## config.mk

```make
export PLATFORM = sky130hd
export DESIGN_NAME = drum_pad_note_mapper_flat
export DESIGN_NICKNAME = d
export VERILOG_FILES = /design/src/design/dpnm_pkg.sv /design/src/design/dpnm_in_if.sv /design/src/design/dpnm_out_if.sv /design/src/design/dpnm_evt_fifo.sv /design/src/design/drum_pad_note_mapper.sv /design/src/flat_wrapper.sv
export SDC_FILE = /design/constraint.sdc
export NUM_CORES = 1
export LEC_CHECK = 0
export ABC_AREA = 1
export BUFFER_PORTS_ARGS = -buffer_cell sky130_fd_sc_hd__clkbuf_2
export CAP_MARGIN = 20
export CELL_PAD_IN_SITES_DETAIL_PLACEMENT = 1
export CELL_PAD_IN_SITES_GLOBAL_PLACEMENT = 1
export CORE_UTILIZATION = 44
export CTS_CLUSTER_SIZE = 24
export DETAILED_ROUTE_END_ITERATION = 6
export MAX_ROUTING_LAYER = met4
export PLACE_DENSITY = 0.79
export SYNTH_ARGS = -nofsm -noshare
export SYNTH_HDL_FRONTEND = slang
export SYNTH_SLANG_ARGS = --single-unit
```

## constraint.sdc

```tcl
create_clock -name clk_i -period 4.4 [get_ports clk_i]
set_clock_uncertainty 0.1 [all_clocks]
set_input_delay 0.88 -clock clk_i [delete_from_list [all_inputs] [get_ports clk_i]]
set_output_delay 0.88 -clock clk_i [all_outputs]
set_load 0.01 [all_outputs]
```

## src/design/dpnm_pkg.sv

```systemverilog
package dpnm_pkg;

  localparam int unsigned NumPads  = 32;
  localparam int unsigned PadLow   = 68;
  localparam int unsigned PadHigh  = PadLow + NumPads - 1;
  localparam int unsigned GridCols = 8;
  localparam int unsigned IdxW     = $clog2(NumPads);
  localparam int unsigned ColW     = $clog2(GridCols);
  localparam int unsigned RowW     = IdxW - ColW;

  localparam int unsigned PaddrW = 4;
  localparam int unsigned PdataW = 32;

  localparam int unsigned EvtDepth = 4;
  localparam int unsigned EvtPtrW  = $clog2(EvtDepth);
  localparam int unsigned EvtCntW  = $clog2(EvtDepth + 1);

  localparam logic [7:0] StatusNoteOff  = 8'h80;
  localparam logic [7:0] StatusNoteOn   = 8'h90;
  localparam logic [7:0] StatusPressure = 8'hA0;
  localparam logic [3:0] CinNoteOn      = 4'h9;
  localparam logic [3:0] CinNoteOff     = 4'h8;
  localparam logic [6:0] FixedVelocity  = 7'd100;
  localparam logic [6:0] VelocityMax    = 7'd127;
  localparam logic [6:0] BaseNoteMax    = 7'd96;
  localparam logic [6:0] BaseNoteReset  = 7'd36;

  typedef enum logic [1:0] {
    EvNone     = 2'd0,
    EvNote     = 2'd1,
    EvRatStart = 2'd2,
    EvRatVel   = 2'd3
  } event_kind_e;

  typedef enum logic [1:0] {
    ModeDrums    = 2'd0,
    ModeVelocity = 2'd1,
    ModeRatchet  = 2'd2
  } pad_mode_e;

  typedef enum logic [1:0] {
    RegPadMode  = 2'd0,
    RegBaseNote = 2'd1,
    RegFixedVel = 2'd2
  } cfg_reg_e;

  typedef struct packed {
    logic       req_type;
    logic [3:0] cable_num;
    logic [7:0] status_byte;
    logic [6:0] note_in;
    logic [6:0] value_in;
    logic [3:0] track_channel;
  } in_item_t;

  typedef struct packed {
    logic [1:0] event_kind;
    logic       handled_flag;
    logic [3:0] code_index;
    logic [7:0] status_out;
    logic [6:0] note_out;
    logic [6:0] velocity_out;
    logic [1:0] ratchet_rate_sel;
    logic [1:0] ratchet_pattern_sel;
    logic       last_result;
  } out_item_t;

  typedef struct packed {
    logic push0;
    logic push1;
  } fifo_push_t;

endpackage

```

## src/design/dpnm_in_if.sv

```systemverilog
interface dpnm_in_if;
  logic                valid;
  logic                ready;
  dpnm_pkg::in_item_t  data;

  modport source (output valid, output data, input ready);
  modport sink   (input valid, input data, output ready);
endinterface

```

## src/design/dpnm_out_if.sv

```systemverilog
interface dpnm_out_if;
  logic                valid;
  logic                ready;
  dpnm_pkg::out_item_t data;

  modport source (output valid, output data, input ready);
  modport sink   (input valid, input data, output ready);
endinterface

```

## src/design/dpnm_evt_fifo.sv

```systemverilog
module dpnm_evt_fifo (
  input  logic                 clk_i,
  input  logic                 rst_ni,
  input  dpnm_pkg::fifo_push_t push_i,
  input  dpnm_pkg::out_item_t  data0_i,
  input  dpnm_pkg::out_item_t  data1_i,
  output logic                 room_o,
  dpnm_out_if.source           evt_o
);

  dpnm_pkg::out_item_t                  mem_q [dpnm_pkg::EvtDepth];
  logic [dpnm_pkg::EvtPtrW-1:0]         rd_ptr_q, rd_ptr_d;
  logic [dpnm_pkg::EvtPtrW-1:0]         wr_ptr_q, wr_ptr_d;
  logic [dpnm_pkg::EvtCntW-1:0]         count_q, count_d;
  logic                                 pop;

  assign pop         = evt_o.valid && evt_o.ready;
  assign evt_o.valid = (count_q != '0);
  assign evt_o.data  = mem_q[rd_ptr_q];
  assign room_o      = (count_q <= dpnm_pkg::EvtCntW'(dpnm_pkg::EvtDepth - 2));

  always_comb begin
    rd_ptr_d = rd_ptr_q + dpnm_pkg::EvtPtrW'(pop);
    wr_ptr_d = wr_ptr_q + dpnm_pkg::EvtPtrW'(push_i.push0) + dpnm_pkg::EvtPtrW'(push_i.push1);
    count_d  = count_q + dpnm_pkg::EvtCntW'(push_i.push0) + dpnm_pkg::EvtCntW'(push_i.push1)
               - dpnm_pkg::EvtCntW'(pop);
  end

  always_ff @(posedge clk_i or negedge rst_ni) begin
    if (!rst_ni) begin
      rd_ptr_q <= '0;
      wr_ptr_q <= '0;
      count_q  <= '0;
    end else begin
      rd_ptr_q <= rd_ptr_d;
      wr_ptr_q <= wr_ptr_d;
      count_q  <= count_d;
    end
  end

  always_ff @(posedge clk_i) begin
    if (push_i.push0) begin
      mem_q[wr_ptr_q] <= data0_i;
    end
    if (push_i.push1) begin
      mem_q[wr_ptr_q + dpnm_pkg::EvtPtrW'(1)] <= data1_i;
    end
  end

endmodule

```

## src/design/drum_pad_note_mapper.sv

```systemverilog
// Drum pad note mapper. Each input transaction is registered, mapped in the
// following cycle and its one or two result transactions are pushed into a
// four-entry result queue, so a new input is taken every cycle while the sink
// keeps up, and a ratchet restart yields two results back to back. The input
// stalls only when the result queue has fewer than two free entries. Pad held
// state (note and channel per pad) lives in flops indexed by the pad; an
// all-notes-off request releases every pad at once. Registers on the APB port
// (mode at 0x0, root note at 0x4, fixed velocity at 0x8) must only be written
// while no transaction is in flight; writing the root note also resets the
// most recent note.
module drum_pad_note_mapper (
  input  logic                          clk_i,
  input  logic                          rst_ni,
  dpnm_in_if.sink                       pkt_i,
  dpnm_out_if.source                    evt_o,
  input  logic                          psel,
  input  logic                          penable,
  input  logic                          pwrite,
  input  logic [dpnm_pkg::PaddrW-1:0]   paddr,
  input  logic [dpnm_pkg::PdataW-1:0]   pwdata,
  output logic [dpnm_pkg::PdataW-1:0]   prdata,
  output logic                          pready
);

  localparam int unsigned IdxW = dpnm_pkg::IdxW;
  localparam int unsigned ColW = dpnm_pkg::ColW;
  localparam int unsigned RowW = dpnm_pkg::RowW;

  function automatic dpnm_pkg::out_item_t mk_evt(
    input dpnm_pkg::event_kind_e kind,
    input logic                  handled,
    input logic                  on,
    input logic [3:0]            chan,
    input logic [6:0]            note,
    input logic [6:0]            vel,
    input logic [1:0]            rate,
    input logic [1:0]            pat,
    input logic                  last
  );
    dpnm_pkg::out_item_t e;
    logic                active;
    active                = (kind != dpnm_pkg::EvNone);
    e.event_kind          = kind;
    e.handled_flag        = handled;
    e.code_index          = active ? (on ? dpnm_pkg::CinNoteOn : dpnm_pkg::CinNoteOff) : 4'h0;
    e.status_out          = active ? ((on ? dpnm_pkg::StatusNoteOn : dpnm_pkg::StatusNoteOff)
                                      | {4'h0, chan}) : 8'h00;
    e.note_out            = active ? note : 7'd0;
    e.velocity_out        = active ? vel : 7'd0;
    e.ratchet_rate_sel    = rate;
    e.ratchet_pattern_sel = pat;
    e.last_result         = last;
    return e;
  endfunction

  function automatic dpnm_pkg::out_item_t none_evt(input logic handled);
    return mk_evt(dpnm_pkg::EvNone, handled, 1'b0, 4'h0, 7'd0, 7'd0, 2'd0, 2'd0, 1'b1);
  endfunction

  // configuration
  dpnm_pkg::pad_mode_e   pad_mode_q;
  logic [6:0]            root_note_q;
  logic                  fixed_vel_q;
  logic                  cfg_wr;
  dpnm_pkg::cfg_reg_e    cfg_sel;
  logic [6:0]            base_wr;

  // input stage
  logic                  s1_valid_q;
  dpnm_pkg::in_item_t    s1_q;
  logic                  fire;
  logic                  fifo_room;

  // mapper state
  logic [dpnm_pkg::NumPads-1:0] pad_held_q;
  logic [6:0]            pad_note_q [dpnm_pkg::NumPads];
  logic [3:0]            held_chan_q [dpnm_pkg::NumPads];
  logic [6:0]            recent_q, recent_d;
  logic                  rat_active_q, rat_active_d;
  logic [IdxW-1:0]       rat_pad_q, rat_pad_d;
  logic [6:0]            rat_note_q, rat_note_d;
  logic [6:0]            rat_vel_q, rat_vel_d;
  logic [3:0]            rat_chan_q, rat_chan_d;
  logic [1:0]            rat_rate_q, rat_rate_d;
  logic [1:0]            rat_pat_q, rat_pat_d;
  logic                  held_clr_all, held_set, held_clr;

  // decode
  logic                  pad_hit, type_ok, is_press, is_on;
  logic [7:0]            stype;
  logic [IdxW-1:0]       idx;
  logic [RowW-1:0]       row;
  logic [ColW-1:0]       col;
  logic [3:0]            ridx;
  logic [7:0]            right_vel8;
  logic [6:0]            right_vel;
  logic [6:0]            pad_vel;
  logic [7:0]            note_sum;
  logic                  rat_match;

  dpnm_pkg::out_item_t   ev0, ev1, rat_start;
  dpnm_pkg::fifo_push_t  push;

  // ---------------- configuration port ----------------
  assign pready  = 1'b1;
  assign cfg_wr  = psel && penable && pwrite;
  assign cfg_sel = dpnm_pkg::cfg_reg_e'(paddr[3:2]);
  assign base_wr = (pwdata[6:0] > dpnm_pkg::BaseNoteMax) ? dpnm_pkg::BaseNoteMax : pwdata[6:0];

  always_comb begin
    case (cfg_sel)
      dpnm_pkg::RegPadMode:  prdata = {{(dpnm_pkg::PdataW-2){1'b0}}, pad_mode_q};
      dpnm_pkg::RegBaseNote: prdata = {{(dpnm_pkg::PdataW-7){1'b0}}, root_note_q};
      dpnm_pkg::RegFixedVel: prdata = {{(dpnm_pkg::PdataW-1){1'b0}}, fixed_vel_q};
      default:               prdata = '0;
    endcase
  end

  always_ff @(posedge clk_i or negedge rst_ni) begin
    if (!rst_ni) begin
      pad_mode_q  <= dpnm_pkg::ModeDrums;
      root_note_q <= dpnm_pkg::BaseNoteReset;
      fixed_vel_q <= 1'b0;
    end else if (cfg_wr) begin
      case (cfg_sel)
        dpnm_pkg::RegPadMode: begin
          pad_mode_q <= (pwdata[1:0] == 2'd3) ? dpnm_pkg::ModeDrums
                                              : dpnm_pkg::pad_mode_e'(pwdata[1:0]);
        end
        dpnm_pkg::RegBaseNote: root_note_q <= base_wr;
        dpnm_pkg::RegFixedVel: fixed_vel_q <= pwdata[0];
        default: ;
      endcase
    end
  end

  // ---------------- input register ----------------
  assign fire        = s1_valid_q && fifo_room;
  assign pkt_i.ready = !s1_valid_q || fire;

  always_ff @(posedge clk_i or negedge rst_ni) begin
    if (!rst_ni) begin
      s1_valid_q <= 1'b0;
    end else if (pkt_i.ready) begin
      s1_valid_q <= pkt_i.valid;
    end
  end

  always_ff @(posedge clk_i) begin
    if (pkt_i.valid && pkt_i.ready) begin
      s1_q <= pkt_i.data;
    end
  end

  // ---------------- mapping ----------------
  always_comb begin
    stype     = s1_q.status_byte & 8'hF0;
    pad_hit   = (s1_q.cable_num == 4'h0)
                && ({1'b0, s1_q.note_in} >= 8'(dpnm_pkg::PadLow))
                && ({1'b0, s1_q.note_in} <= 8'(dpnm_pkg::PadHigh));
    type_ok   = (stype == dpnm_pkg::StatusNoteOff) || (stype == dpnm_pkg::StatusNoteOn)
                || (stype == dpnm_pkg::StatusPressure);
    is_press  = (stype == dpnm_pkg::StatusPressure);
    is_on     = (stype == dpnm_pkg::StatusNoteOn) && (s1_q.value_in != 7'd0);
    idx       = IdxW'(s1_q.note_in - 7'(dpnm_pkg::PadLow));
    col       = idx[ColW-1:0];
    row       = idx[IdxW-1:ColW];
    // right half pad index: row*4 + (col-4)
    ridx      = {row[1:0], col[1:0]};
    right_vel8 = ({4'h0, ridx} + 8'd1) << 3;
    right_vel = fixed_vel_q ? dpnm_pkg::FixedVelocity
                : ((right_vel8 > 8'd127) ? dpnm_pkg::VelocityMax : right_vel8[6:0]);
    pad_vel   = fixed_vel_q ? dpnm_pkg::FixedVelocity : s1_q.value_in;
    note_sum  = (pad_mode_q == dpnm_pkg::ModeDrums)
                ? ({1'b0, root_note_q} + 8'(idx))
                : ({1'b0, root_note_q} + {4'h0, ridx});
    rat_match = (pad_mode_q == dpnm_pkg::ModeRatchet) && rat_active_q && (rat_pad_q == idx);

    rat_active_d = rat_active_q;
    rat_pad_d    = rat_pad_q;
    rat_note_d   = rat_note_q;
    rat_vel_d    = rat_vel_q;
    rat_chan_d   = rat_chan_q;
    rat_rate_d   = rat_rate_q;
    rat_pat_d    = rat_pat_q;
    recent_d     = recent_q;
    held_clr_all = 1'b0;
    held_set     = 1'b0;
    held_clr     = 1'b0;
    ev0          = none_evt(1'b1);
    ev1          = none_evt(1'b1);
    push.push0   = fire;
    push.push1   = 1'b0;
    rat_start    = mk_evt(dpnm_pkg::EvRatStart, 1'b1, 1'b1, s1_q.track_channel, recent_q,
                          pad_vel, col[1:0], row[1:0], 1'b1);

    if (s1_q.req_type) begin
      ev0 = none_evt(1'b0);
      if (rat_active_q) begin
        ev0 = mk_evt(dpnm_pkg::EvNote, 1'b0, 1'b0, rat_chan_q, rat_note_q, 7'd0,
                     2'd0, 2'd0, 1'b1);
        rat_active_d = 1'b0;
      end
      held_clr_all = 1'b1;
    end else if (!pad_hit || !type_ok) begin
      ev0 = none_evt(1'b0);
    end else if (is_press) begin
      if (rat_match) begin
        rat_vel_d = (s1_q.value_in == 7'd0) ? 7'd1 : s1_q.value_in;
        ev0 = mk_evt(dpnm_pkg::EvRatVel, 1'b1, 1'b1, rat_chan_q, rat_note_q, rat_vel_d,
                     rat_rate_q, rat_pat_q, 1'b1);
      end
    end else if ((pad_mode_q != dpnm_pkg::ModeDrums) && col[ColW-1]) begin
      if (is_on) begin
        if (pad_mode_q == dpnm_pkg::ModeVelocity) begin
          ev0 = mk_evt(dpnm_pkg::EvNote, 1'b1, 1'b1, s1_q.track_channel, recent_q,
                       right_vel, 2'd0, 2'd0, 1'b1);
        end else begin
          rat_active_d = 1'b1;
          rat_pad_d    = idx;
          rat_note_d   = recent_q;
          rat_vel_d    = pad_vel;
          rat_chan_d   = s1_q.track_channel;
          rat_rate_d   = col[1:0];
          rat_pat_d    = row[1:0];
          if (rat_active_q) begin
            // restart: stop the old ratchet first
            ev0 = mk_evt(dpnm_pkg::EvNote, 1'b1, 1'b0, rat_chan_q, rat_note_q, 7'd0,
                         2'd0, 2'd0, 1'b0);
            ev1 = rat_start;
            push.push1 = fire;
          end else begin
            ev0 = rat_start;
          end
        end
      end else if (rat_match) begin
        ev0 = mk_evt(dpnm_pkg::EvNote, 1'b1, 1'b0, rat_chan_q, rat_note_q, 7'd0,
                     2'd0, 2'd0, 1'b1);
        rat_active_d = 1'b0;
      end
    end else if (is_on) begin
      if (note_sum <= 8'd127) begin
        ev0 = mk_evt(dpnm_pkg::EvNote, 1'b1, 1'b1, s1_q.track_channel, note_sum[6:0],
                     pad_vel, 2'd0, 2'd0, 1'b1);
        recent_d = note_sum[6:0];
        held_set = 1'b1;
      end
    end else if (pad_held_q[idx]) begin
      ev0 = mk_evt(dpnm_pkg::EvNote, 1'b1, 1'b0, held_chan_q[idx], pad_note_q[idx], 7'd0,
                   2'd0, 2'd0, 1'b1);
      held_clr = 1'b1;
    end
  end

  always_ff @(posedge clk_i or negedge rst_ni) begin
    if (!rst_ni) begin
      pad_held_q   <= '0;
      recent_q     <= dpnm_pkg::BaseNoteReset;
      rat_active_q <= 1'b0;
      rat_pad_q    <= '0;
      rat_note_q   <= '0;
      rat_vel_q    <= '0;
      rat_chan_q   <= '0;
      rat_rate_q   <= '0;
      rat_pat_q    <= '0;
    end else if (cfg_wr && (cfg_sel == dpnm_pkg::RegBaseNote)) begin
      recent_q <= base_wr;
    end else if (fire) begin
      recent_q     <= recent_d;
      rat_active_q <= rat_active_d;
      rat_pad_q    <= rat_pad_d;
      rat_note_q   <= rat_note_d;
      rat_vel_q    <= rat_vel_d;
      rat_chan_q   <= rat_chan_d;
      rat_rate_q   <= rat_rate_d;
      rat_pat_q    <= rat_pat_d;
      if (held_clr_all) begin
        pad_held_q <= '0;
      end else if (held_set) begin
        pad_held_q[idx] <= 1'b1;
      end else if (held_clr) begin
        pad_held_q[idx] <= 1'b0;
      end
    end
  end

  always_ff @(posedge clk_i) begin
    if (fire && held_set) begin
      pad_note_q[idx]  <= note_sum[6:0];
      held_chan_q[idx] <= s1_q.track_channel;
    end
  end

  dpnm_evt_fifo u_evt_fifo (
    .clk_i   (clk_i),
    .rst_ni  (rst_ni),
    .push_i  (push),
    .data0_i (ev0),
    .data1_i (ev1),
    .room_o  (fifo_room),
    .evt_o   (evt_o)
  );

  // two results only come from a ratchet restart
  a_two_needs_ratchet: assert property (@(posedge clk_i) disable iff (!rst_ni)
    push.push1 |-> (push.push0 && rat_active_q && pad_mode_q == dpnm_pkg::ModeRatchet))
    else $error("second result without an active ratchet");

  a_all_off_releases: assert property (@(posedge clk_i) disable iff (!rst_ni)
    (fire && s1_q.req_type) |=> (pad_held_q == '0 && !rat_active_q))
    else $error("all notes off left state behind");

  a_held_after_on: assert property (@(posedge clk_i) disable iff (!rst_ni)
    (fire && held_set && !cfg_wr) |=> pad_held_q[$past(idx)])
    else $error("note-on did not mark the pad held");

  a_no_accept_when_full: assert property (@(posedge clk_i) disable iff (!rst_ni)
    (s1_valid_q && !fifo_room) |=> (s1_valid_q && $stable(s1_q)))
    else $error("pending transaction lost while result queue full");

endmodule

```

## src/flat_wrapper.sv

```systemverilog
// flat-port wrapper written by rule: the top's interface ports become plain ports
module drum_pad_note_mapper_flat 
  (clk_i, rst_ni, psel, penable, pwrite, paddr, pwdata, prdata, pready, pkt_i_valid, pkt_i_data, pkt_i_ready, evt_o_valid, evt_o_data, evt_o_ready);
  dpnm_in_if pkt_i_i ();
  dpnm_out_if evt_o_i ();
  input  logic clk_i;
  input  logic rst_ni;
  input  logic psel;
  input  logic penable;
  input  logic pwrite;
  input  logic [dpnm_pkg::PaddrW-1:0] paddr;
  input  logic [dpnm_pkg::PdataW-1:0] pwdata;
  output logic [dpnm_pkg::PdataW-1:0] prdata;
  output logic pready;
  input wire logic [$bits(pkt_i_i.valid)-1:0] pkt_i_valid;
  input wire logic [$bits(pkt_i_i.data)-1:0] pkt_i_data;
  output wire logic [$bits(pkt_i_i.ready)-1:0] pkt_i_ready;
  output wire logic [$bits(evt_o_i.valid)-1:0] evt_o_valid;
  output wire logic [$bits(evt_o_i.data)-1:0] evt_o_data;
  input wire logic [$bits(evt_o_i.ready)-1:0] evt_o_ready;
  assign pkt_i_i.valid = pkt_i_valid;
  assign pkt_i_i.data = pkt_i_data;
  assign pkt_i_ready = pkt_i_i.ready;
  assign evt_o_valid = evt_o_i.valid;
  assign evt_o_data = evt_o_i.data;
  assign evt_o_i.ready = evt_o_ready;
  drum_pad_note_mapper u_core (.clk_i(clk_i), .rst_ni(rst_ni), .pkt_i(pkt_i_i), .evt_o(evt_o_i), .psel(psel), .penable(penable), .pwrite(pwrite), .paddr(paddr), .pwdata(pwdata), .prdata(prdata), .pready(pready));
endmodule
```

==> metrics <==
sequential area share after synthesis 61.5%; Num CTS Buffers 61; max frequency 244 MHz; period utilisation layout 93.2%; number of global-route vias before repair 21900; worst slew pin tran 1.03 ns; share of post-route cells with drive strength above 1 12.2%; Final setup viols 0; Leakage 11.9 nW; Total GRT Usage 27.0%; hold crit path type input port to async pin; nets@finish 2970; WL final 81600 um; syn avg cell area 9.58 um^2; placed cells 3593; hold_buf cts 0; DIE WIDTH 249 um; Post-Synthesis Cells 2796; Clock Power Share 29.7%; critical path endpoint category flop; Post-synth EDFFs 479; pin count of the biggest net entering global routing 115; slowest cell on the critical path nor2_2; Pint 11.1 mW; CP dominant cell by count inv_1; postcts setup bufs 0; Min Hold Slack 0.240 ns; Yosys reg bits 565; critical-path maximum fanout 17; Sw Ratio 36.8%; Post-synth ARST share 13.1%; Via Count 20900; Placer Congestion 0.884; Post-synth top flop edfxtp_1; worst slack, placed 0.196 ns; DP Wirelength 51800 um; multi-input logic area 0.00872 mm^2; post-synth cell types 47; vias per cell 5.63; Flop pwr share 39.7%; count of final hold-check violations 0; Worst Path Arrival 4.33 ns; drt first pass iters 5; global-route wire length before repair 125000 um; Mapped Area 0.0268 mm^2; worst path bufs/invs 5; Die H 249 um; Avg WL per Cell 22.0 um; H-tree depth 2; WP data required 4.63 ns; final antenna-violating net count 0; Pins Over Slew Limit 0; Max IR drop VDD 0.381 mV; RR Startpoint u_core.s1_q[14]$_DFFE_PP_; fill count 6753; initial antenna violation count 0; top cells by area, synth edfxtp_1, nand2_1, dfrtp_1, nor2_1, o21ai_0; Bufs on Longest Clock Path 3; I/O pin count 143; Setup TNS Final 0 ns; Core ar. 0.0602 mm^2; Comb pwr share 30.6%; P_sw 6.46 mW; slowest stage delay, CP 0.72 ns; die footprint 0.0619 mm^2; crit start category flop; Iteration-0 DRC Markers 1663; area grow syn2layout 12.6%; yosys warns 0; crit path from u_core.s1_q[14]$_DFFE_PP_; crit-path cells inv_1 > ha_1 > inv_1 > nand2_2 > nand2_2 > o21ai_0 > ha_1 > nand2_1 > inv_1 > nand4_1 > nand2_1 > nor2_1 > inv_1 > nor2_2 > nand3_1 > nor2_1 > buf_4; Clock Sinks 565; clock slew at the register clock pins of the worst setup and hold paths 0.07 ns; pwr dens 583 mW/mm^2; num rows 90; Worst Path Class, Setup flop to flop; Starting Density 44.5%; Final min period 4.10 ns; clock root buffer clkbuf_16; total global routing overflow 0; Largest delay share family, worst path simple AND/OR/NAND/NOR gates; RSZ-0062 raised after global routing no; Max-Cap Viols 0; post-route setup slack 0.299 ns; DRC viols 0; top-area cell type share of the netlist area 53.7%; clock latency on the worst-skew pair 0.66 ns; # diodes 0; fin util 50.0%; worst rel slew slack 30.9%; post-cts resize count 0; status completed; top cell type by total area after synthesis edfxtp_1; Port-buffer cells 81; final std cells w/o fill 3712; CTS tree done; Seq. cell area 0.0165 mm^2
worst register-to-register path, delay by kind of cell (launching register included):
kind                       cells  cell delay (ns)
AOI/OAI and AO/OA              1             0.44
buffers and inverters          5             0.65
and+or+nand+nor                9             1.71
DFF                            1             0.38
adders and majority gates      2             0.55
layout make-up:
cell class / instances / share of cell area, %
Tap cell: 782 / 3.25
Timing Repair Buffer: 170 / 3.96
Clock buffer: 74 / 5.26
Inverter: 189 / 2.38
Sequential cell: 565 / 54.7
Multi-Input combinational cell: 1890 / 28.9
Clock inverter: 42 / 1.58
through the flow:
| stage | instance area, um^2 | total power, mW |
|---|---|---|
| 3_3_place_gp | 28000 | 12.0 |
| 5_1_grt | 30100 | 18.3 |
| 6_report | 30100 | 17.6 |
| 2_1_floorplan | 26900 | 10.3 |
| 4_1_cts | 30100 | 17.6 |
| 3_5_place_dp | 28000 | 12.3 |
final timing paths:
kind / endpoint / slack, ns / cells past startpoint
worst min register to register: u_core.u_evt_fifo.mem_q[2][32]$_SDFFE_PP0P_ / 0.36 / 2
worst max-delay path: u_core.held_chan_q[28][2]$_DFFE_PP_ / 0.30 / 17
worst max register to register: u_core.held_chan_q[28][2]$_DFFE_PP_ / 0.30 / 17
max in group asynchronous: u_core.pad_held_q[8]$_DFFE_PN0P_ / 2.99 / 2
worst min-delay path: u_core.u_evt_fifo.rd_ptr_q[0]$_DFF_PN0_ / 0.24 / 1
min in group clk_i: u_core.s1_q[24]$_DFFE_PP_ / 0.30 / 1
cells in the final DEF (no fill, tap or decap), drive strengths merged, types with 2 or more instances in the layout:
master	n
or2	7
fa	4
xnor2	4
clkinvlp	6
nand3b	2
dfrtp	70
ha	15
bufinv	7
xor2	5
nor3	15
edfxtp	479
clkinv	31
o22ai	61
a21oi	24
o211ai	23
buf	90
nand4	13
inv	187
dfxtp	12
dfstp	4
conb	30
nor2	416
o21ai	356
nand3	175
clkbuf	154
nand2	733
cells in the mapped netlist (10+ instances only):
| master | count |
|---|---|
| nand2_1 | 724 |
| edfxtp_1 | 479 |
| nor2_1 | 410 |
| o21ai_0 | 274 |
| inv_1 | 173 |
| nand3_1 | 172 |
| dfrtp_1 | 70 |
| clkbuf_1 | 62 |
| o22ai_1 | 53 |
| buf_4 | 52 |
| buf_2 | 48 |
| o21ai_1 | 48 |
| o21ai_2 | 34 |
| a21oi_1 | 24 |
| o211ai_1 | 23 |
| ha_1 | 15 |
| inv_2 | 13 |
| nand4_1 | 13 |
| dfxtp_1 | 12 |
| buf_6 | 11 |
| nor3_1 | 10 |
sequential cells by signal (all words and copies together) (netlist names), 2 cells and up:
| name | flops |
|---|---|
| u_core.held_chan_q | 128 |
| u_core.pad_held_q | 32 |
| u_core.pad_mode_q | 2 |
| u_core.pad_note_q | 224 |
| u_core.rat_chan_q | 4 |
| u_core.rat_note_q | 7 |
| u_core.rat_pad_q | 5 |
| u_core.rat_start | 4 |
| u_core.recent_q | 7 |
| u_core.root_note_q | 7 |
| u_core.s1_q | 23 |
| u_core.u_evt_fifo.count_q | 3 |
| u_core.u_evt_fifo.mem_q | 112 |
| u_core.u_evt_fifo.rd_ptr_q | 2 |
| u_core.u_evt_fifo.wr_ptr_q | 2 |
power by group through the flow:
| stage | Sequential, mW | Clock, mW | Combinational [mW] |
|---|---|---|---|
| 5_1_grt | 7.00 | 5.48 | 5.83 |
| 6_report | 6.97 | 5.23 | 5.38 |
| 2_1_floorplan | 7.05 | 0 | 3.21 |
| 3_3_place_gp | 7.06 | 0 | 4.96 |
| 4_1_cts | 6.97 | 5.29 | 5.31 |
| 3_5_place_dp | 7.08 | 0 | 5.25 |
kinds of logic after synthesis:
family / Yosys count / synth area share (%)
adder cells (fa/ha/maj): 19 / 1.00
AND/OR/NAND/NOR: 1362 / 20.7
flip-flops: 565 / 61.5
AO/OA/AOI/OAI: 469 / 9.98
other: 2 / 0.0280
buffers and inverters: 370 / 6.45
XOR/XNOR: 9 / 0.294
routing by layer:
| layer | share of wire [%] | vias to the layer above | track usage [%] | wire (um) |
|---|---|---|---|---|
| li1 | - | 9527 | - | - |
| met1 | 41 | 10600 | 32.9 | 33700 |
| met2 | 50 | 626 | 45.9 | 40900 |
| met3 | 4.9 | 172 | 3.02 | 4000 |
| met4 | 3.6 | 0 | 10.5 | 2920 |
| met5 | 0 | - | - | 0 |
Power figures use the tool's default switching activity.
